[config.mk]
export PLATFORM = sky130hd
export DESIGN_NAME = lc3_execute_core
export DESIGN_NICKNAME = d
export VERILOG_FILES = /design/src/hw/rtl/lc3ex_pkg.sv /design/src/hw/rtl/lc3ex_exec.sv /design/src/hw/rtl/lc3_execute_core.sv
export SDC_FILE = /design/constraint.sdc
export NUM_CORES = 1
export LEC_CHECK = 0
export ABC_AREA = 0
export ABC_CLOCK_PERIOD_IN_PS = 4500
export BUFFER_PORTS_ARGS = -buffer_cell sky130_fd_sc_hd__buf_2
export CORE_ASPECT_RATIO = 1.25
export CORE_MARGIN = 3
export CORE_UTILIZATION = 60
export DETAILED_ROUTE_END_ITERATION = 12
export PLACE_DENSITY_LB_ADDON = 0.05
export SYNTH_ARGS = -nofsm -noshare
export SYNTH_HDL_FRONTEND = slang
export SYNTH_SLANG_ARGS = --single-unit
[constraint.sdc]
create_clock -name clk -period 4.5 [get_ports clk]
set_clock_uncertainty 0.15 [all_clocks]
set_input_delay 1.125 -clock clk [delete_from_list [all_inputs] [get_ports clk]]
set_output_delay 1.125 -clock clk [all_outputs]
set_load 0.005 [all_outputs]
[src/hw/rtl/lc3ex_pkg.sv]
`timescale 1ns / 1ps
`default_nettype none
// ----------------------------------------------------------------------------
// lc3ex_pkg
// Shared types and constants for the LC-3 execute core: opcodes, condition
// code bits and the execute result bundle.
// ----------------------------------------------------------------------------
package lc3ex_pkg;

  localparam int unsigned XLEN     = 16;
  localparam int unsigned NUM_REGS = 8;
  localparam int unsigned RIDX_W   = 3;
  localparam int unsigned CC_W     = 3;

  localparam logic [XLEN-1:0]   RESET_PC = 16'h3000;
  localparam logic [RIDX_W-1:0] LINK_REG = 3'd7;

  localparam logic [CC_W-1:0] FLAG_P = 3'b001;
  localparam logic [CC_W-1:0] FLAG_Z = 3'b010;
  localparam logic [CC_W-1:0] FLAG_N = 3'b100;

  typedef enum logic [3:0] {
    OP_BR   = 4'h0,
    OP_ADD  = 4'h1,
    OP_LD   = 4'h2,
    OP_ST   = 4'h3,
    OP_JSR  = 4'h4,
    OP_AND  = 4'h5,
    OP_LDR  = 4'h6,
    OP_STR  = 4'h7,
    OP_RTI  = 4'h8,
    OP_NOT  = 4'h9,
    OP_LDI  = 4'hA,
    OP_STI  = 4'hB,
    OP_JMP  = 4'hC,
    OP_RES  = 4'hD,
    OP_LEA  = 4'hE,
    OP_TRAP = 4'hF
  } opcode_t;

  typedef struct packed {
    logic [XLEN-1:0]   next_pc;
    logic              status;
    logic              wrote;
    logic [RIDX_W-1:0] widx;
    logic [XLEN-1:0]   wval;
    logic [CC_W-1:0]   cc;
  } ex_result_t;

endpackage
`default_nettype wire

[src/hw/rtl/lc3ex_exec.sv]
`timescale 1ns / 1ps
`default_nettype none
// ----------------------------------------------------------------------------
// lc3ex_exec
// Combinational execute unit: decodes one instruction word against its
// register operands, the program counter and the condition code.
// ----------------------------------------------------------------------------
module lc3ex_exec (
  input  wire logic [lc3ex_pkg::XLEN-1:0] instr,
  input  wire logic [lc3ex_pkg::XLEN-1:0] src1,
  input  wire logic [lc3ex_pkg::XLEN-1:0] src2,
  input  wire logic [lc3ex_pkg::XLEN-1:0] pc,
  input  wire logic [lc3ex_pkg::CC_W-1:0] cc,
  output lc3ex_pkg::ex_result_t           res
);
  import lc3ex_pkg::*;

  opcode_t           op;
  logic [XLEN-1:0]   pc_inc;
  logic [XLEN-1:0]   off9;
  logic [XLEN-1:0]   off11;
  logic [XLEN-1:0]   imm5;
  logic [XLEN-1:0]   operand;
  logic [RIDX_W-1:0] dr;

  assign op      = opcode_t'(instr[15:12]);
  assign dr      = instr[11:9];
  assign pc_inc  = pc + 16'd1;
  assign off9    = {{7{instr[8]}}, instr[8:0]};
  assign off11   = {{5{instr[10]}}, instr[10:0]};
  assign imm5    = {{11{instr[4]}}, instr[4:0]};
  assign operand = instr[5] ? imm5 : src2;

  always_comb begin
    res         = '0;
    res.next_pc = pc_inc;
    res.cc      = cc;
    case (op)
      OP_BR: begin
        if (|(dr & cc)) begin
          res.next_pc = pc_inc + off9;
        end
      end
      OP_ADD: begin
        res.wrote = 1'b1;
        res.widx  = dr;
        res.wval  = src1 + operand;
      end
      OP_AND: begin
        res.wrote = 1'b1;
        res.widx  = dr;
        res.wval  = src1 & operand;
      end
      OP_NOT: begin
        res.wrote = 1'b1;
        res.widx  = dr;
        res.wval  = ~src1;
      end
      OP_JMP: begin
        res.next_pc = src1;
      end
      OP_JSR: begin
        // return address goes to the link register, base read beforehand
        res.wrote   = 1'b1;
        res.widx    = LINK_REG;
        res.wval    = pc_inc;
        res.next_pc = instr[11] ? (pc_inc + off11) : src1;
      end
      default: begin
        res.status = 1'b1;
      end
    endcase
    // flags follow the written value, except for the link write
    if (res.wrote && (op != OP_JSR)) begin
      if (res.wval == '0) begin
        res.cc = FLAG_Z;
      end else if (res.wval[XLEN-1]) begin
        res.cc = FLAG_N;
      end else begin
        res.cc = FLAG_P;
      end
    end
  end

endmodule
`default_nettype wire

[src/hw/rtl/lc3_execute_core.sv]
`timescale 1ns / 1ps
`default_nettype none
// ----------------------------------------------------------------------------
// lc3_execute_core
// LC-3 execute core: takes instruction words, runs BR/ADD/AND/NOT/JMP/JSR
// against eight general registers, PC and N/Z/P flags, reports each step.
// ----------------------------------------------------------------------------
//  channel | handshake             | payload
//  --------+-----------------------+--------------------------------------------
//  in      | in_valid / in_ready   | instruction_word
//  out     | out_valid / out_ready | next_pc, status, wrote_register,
//          |                       | dest_index, dest_value, cond_flags
//  cfg     | cfg_valid / cfg_ready | start_address (also loads the pc)
//
//  one item per cycle sustained while out_ready holds; a taken item passes the
//  operand register, then execute into the result register
//  register reads are bypassed from the instruction executing in the same cycle
//  reset loads the pc with 0x3000, clears flags and marks all registers zero
//  a stalled result holds the execute stage, which then holds the input side
// ----------------------------------------------------------------------------
module lc3_execute_core (
  input  wire logic                         clk,
  input  wire logic                         rst,
  input  wire logic                         in_valid,
  output logic                              in_ready,
  input  wire logic [lc3ex_pkg::XLEN-1:0]   instruction_word,
  output logic                              out_valid,
  input  wire logic                         out_ready,
  output logic [lc3ex_pkg::XLEN-1:0]        next_pc,
  output logic                              status,
  output logic                              wrote_register,
  output logic [lc3ex_pkg::RIDX_W-1:0]      dest_index,
  output logic [lc3ex_pkg::XLEN-1:0]        dest_value,
  output logic [lc3ex_pkg::CC_W-1:0]        cond_flags,
  input  wire logic                         cfg_valid,
  output logic                              cfg_ready,
  input  wire logic [lc3ex_pkg::XLEN-1:0]   start_address
);
  import lc3ex_pkg::*;

  // architectural state
  logic [XLEN-1:0]     regs [NUM_REGS];
  logic [NUM_REGS-1:0] reg_vld;
  logic [XLEN-1:0]     pc;
  logic [CC_W-1:0]     cc;

  // operand stage
  logic              s1_valid;
  logic [XLEN-1:0]   s1_instr;
  logic [XLEN-1:0]   rd1;
  logic [XLEN-1:0]   rd2;
  logic              rd1_vld;
  logic              rd2_vld;
  logic              rd1_fwd;
  logic              rd2_fwd;
  logic [XLEN-1:0]   fwd_val;

  logic              in_fire;
  logic              ex_fire;
  logic              out_free;
  logic              ex_write;
  logic [RIDX_W-1:0] in_sr1;
  logic [RIDX_W-1:0] in_sr2;
  logic [XLEN-1:0]   src1;
  logic [XLEN-1:0]   src2;
  ex_result_t        ex_res;

  assign out_free  = !out_valid || out_ready;
  assign ex_fire   = s1_valid && out_free;
  assign in_ready  = !rst && (!s1_valid || ex_fire);
  assign in_fire   = in_valid && in_ready;
  assign cfg_ready = !rst;
  assign ex_write  = ex_fire && ex_res.wrote;
  assign in_sr1    = instruction_word[8:6];
  assign in_sr2    = instruction_word[2:0];

  assign src1 = rd1_fwd ? fwd_val : (rd1_vld ? rd1 : '0);
  assign src2 = rd2_fwd ? fwd_val : (rd2_vld ? rd2 : '0);

  lc3ex_exec u_exec (
    .instr (s1_instr),
    .src1  (src1),
    .src2  (src2),
    .pc    (pc),
    .cc    (cc),
    .res   (ex_res)
  );

  // register file storage
  always_ff @(posedge clk) begin
    if (ex_write) begin
      regs[ex_res.widx] <= ex_res.wval;
    end
    if (in_fire) begin
      rd1 <= regs[in_sr1];
      rd2 <= regs[in_sr2];
    end
  end

  // operand capture with bypass from the executing item
  always_ff @(posedge clk) begin
    if (in_fire) begin
      s1_instr <= instruction_word;
      rd1_vld  <= reg_vld[in_sr1];
      rd2_vld  <= reg_vld[in_sr2];
      rd1_fwd  <= ex_write && (ex_res.widx == in_sr1);
      rd2_fwd  <= ex_write && (ex_res.widx == in_sr2);
      fwd_val  <= ex_res.wval;
    end
  end

  always_ff @(posedge clk) begin
    if (rst) begin
      s1_valid  <= 1'b0;
      out_valid <= 1'b0;
      reg_vld   <= '0;
      pc        <= RESET_PC;
      cc        <= '0;
    end else begin
      if (in_fire) begin
        s1_valid <= 1'b1;
      end else if (ex_fire) begin
        s1_valid <= 1'b0;
      end
      if (ex_fire) begin
        out_valid <= 1'b1;
        pc        <= ex_res.next_pc;
        cc        <= ex_res.cc;
        if (ex_res.wrote) begin
          reg_vld[ex_res.widx] <= 1'b1;
        end
      end else if (out_ready) begin
        out_valid <= 1'b0;
      end
      if (cfg_valid) begin
        pc <= start_address;
      end
    end
  end

  // result register
  always_ff @(posedge clk) begin
    if (ex_fire) begin
      next_pc        <= ex_res.next_pc;
      status         <= ex_res.status;
      wrote_register <= ex_res.wrote;
      dest_index     <= ex_res.widx;
      dest_value     <= ex_res.wval;
      cond_flags     <= ex_res.cc;
    end
  end

endmodule
`default_nettype wire

==> results.ini <==
[synth]
syn_inst=1052
yosys_warnings=0
seq_area_frac_synth=0.5458
syn_area_um2=14050
syn_nets=1129
synth_area_per_cell_um2=13.35
synth_top_area_share=0.5045
synth_edf_count=236
synth_top_area_cell=edfxtp_1
synth_seq_cells=265
synth_cell_types=91
synthArstFlopShare=0
synthFlopType=edfxtp_1
synth_common_cells=236 x edfxtp_1, 87 x nor2_1, 68 x mux4_2
synth_area_leaders=edfxtp_1 50%, mux4_2 11%, dfxtp_1 4.1%
yosys.cell_count.top_type=edfxtp_1

[die]
initial_core_util=0.6098
core-area_um2=23040
dieArea_um2=25300
die_w_um=142.9
rows=62
io_pins=80
chipHeight_um=177.1

[sta]
tns_ps=0
maxSlewViolCount=0
rsz0062_at_grt=no
period_share=0.9339
fin_crit_ps=4202
relSlewSlack=0.3208
setup_viol=0
finalWorstSetupSlack_ps=297.6
report.final.hold_viol_count=0
worstMarginPinSlew_ps=1019
max_freq_mhz=238.0

[clock_network]
cts_tree=built
cts_root_buf=clkbuf_16
htree_levels=1
cts_buffer_depth=3
cts_setup_buffers=0
cts_hold_buf=0
cts.sinks=265
post_cts_resized=0
clkTransAtPathRegs_ps=60
clkLatencyLatePin_ps=530
cts_buffers=27

[global_routing]
grt_pass1_vias=9487
grt_overflow=0
grt_max_degree=69
grt_use_total=0.2731
grt_first_pass_wirelength_um=53030
antenna_found_initial=0

[final_layout]
area_growth_pct=11.85
utilization=0.6820
drive_gt1_frac=0.2592
final_nets=1222
finalInstanceArea_um2=15710
antennaDiodeCount=0
n_fill_cell=1671

[setup_path]
path_delay_family=simple AND/OR/NAND/NOR gates
crit_type=flop to flop
cp_slowest_cell=dfxtp_1
path_buf_inv=1
worst_setup_path_start_kind=flop
cp-end-kind=flop
max_stage_delay_ps=430
cp_max_fo=6
ff2ff_path_depth=16
arrival_ps=4330
path_cells=ha_1 -> and4_1 -> nand3_1 -> nor2_1 -> xnor2_1 -> inv_1 -> ha_1 -> and4_1 -> nand4_1 -> nor3_1 -> o31a_1 -> nor3_1 -> or3b_1 -> mux2_2 -> a21oi_1 -> a21oi_1
cp.depth=16
startpoint=pc[0]
r2r-start=pc[0]
required_ps=4630

[placed_design]
gp_congestion=0.9624
dpl_worst_slack_ps=314.8
place.detailed.hpwl_um=23850
dpl_cell_area_um2=14850
port-buffer-count=79

[worst_hold_path]
min_from=reg_vld[7]
min_path_type=flop to flop
hold_depth=2

[pwr]
power.density_nw_per_um2=355.8
leakagePower_nw=5.728
ir_drop_uv=437.4

[detailed_routing]
first_pass_iters=5
drt_iter0_markers=665
routed_wl_um=34390
drc=0
via_count=9409
drtAntennaViolNets=0
post_drt_via_cell_ratio=6.476
routedWlPerCell_um=23.67

[job]
drv_cap=0

[status]
status=finished, final reports clean

[flip-flops by register name, indices dropped and copies added (netlist names), 3 cells and up]
register and flops:
rd2 16, s1_instr 16, cond_flags 3, fwd_val 16, dest_value 16, next_pc 16, reg_vld 8, dest_index 3
regs 128, pc 16, cc 3, rd1 16
[metrics by stage]
| stage | power, mW | std cells | hold WS (ps) |
|---|---|---|---|
| final | 5.591 | 1453 | 344.7 |
| after global routing | 5.798 | 1453 | 368.5 |
| after CTS | 5.629 | 1453 | 339.6 |
| after detailed placement | 3.491 | 1404 | 326.4 |
| after global placement | 3.486 | 1404 | 313.5 |
| after floorplan | 3.302 | 1052 | 301.9 |
[layout by cell type (no fill, tap or decap), drive strengths merged, types with 37 or more instances in the layout]
| master | netlist | final |
|---|---|---|
| edfxtp | 236 | 236 |
| buf | 16 | 121 |
| nor2 | 88 | 88 |
| mux4 | 68 | 68 |
| nand2 | 57 | 57 |
| a21oi | 54 | 54 |
| o21ai | 46 | 46 |
| ha | 38 | 38 |
| inv | 34 | 37 |
[layout make-up]
class | count | area [µm²] | area share
clock buffers | 36 | 729.5 | 0.04642
clock inverters | 13 | 128.9 | 0.008202
inverters | 34 | 127.6 | 0.008122
multi-input cells | 696 | 5976 | 0.3803
flip-flops and latches | 265 | 7667 | 0.4880
well taps | 288 | 360.3 | 0.02293
repair buffers | 121 | 723.2 | 0.04603
[final timing paths]
path	end	slack, ps
hold reg to reg	reg_vld[7]	340
hold / removal	reg_vld[7]	340
setup / recovery	next_pc[15]	300
setup reg to reg	next_pc[15]	300
[report_power, final]
group	switching [mW]	internal [mW]	leakage [nW]
registers	0.0459	2.75	2.46
clock network	0.888	1.26	0.418
logic	0.376	0.274	2.85
[cells by family (layout without fill, tap and decap cells)]
logic type               count (synthesis)  count (layout)  synth area share
multiplexers                           108             108            0.1407
AND/OR/NAND/NOR                        265             265           0.09743
AO/OA/AOI/OAI                          242             242            0.1226
flip-flops                             265             265            0.5458
XOR/XNOR                                41              41           0.02556
buffers and inverters                   91             204           0.03117
adder cells (fa/ha/maj)                 40              40           0.03669
[worst register-to-register path: stages, from the launching register on]
cell     delay [ps]
dfxtp_1         430
ha_1            230
and4_1          320
nand3_1         180
nor2_1          170
xnor2_1         150
inv_1           120
ha_1            390
and4_1          270
nand4_1         100
nor3_1          240
o31a_1          210
nor3_1           50
or3b_1          360
mux2_2          270
a21oi_1         200
a21oi_1          90
[per-layer routing]
layer	vias up	share of wire	GRT usage
met5	-	0	0
met4	0	0.033	0.09390
met3	80	0.048	0.03270
met2	315	0.52	0.4847
met1	4652	0.40	0.3470
li1	4362	-	-
(Power assumes the default switching activity.)
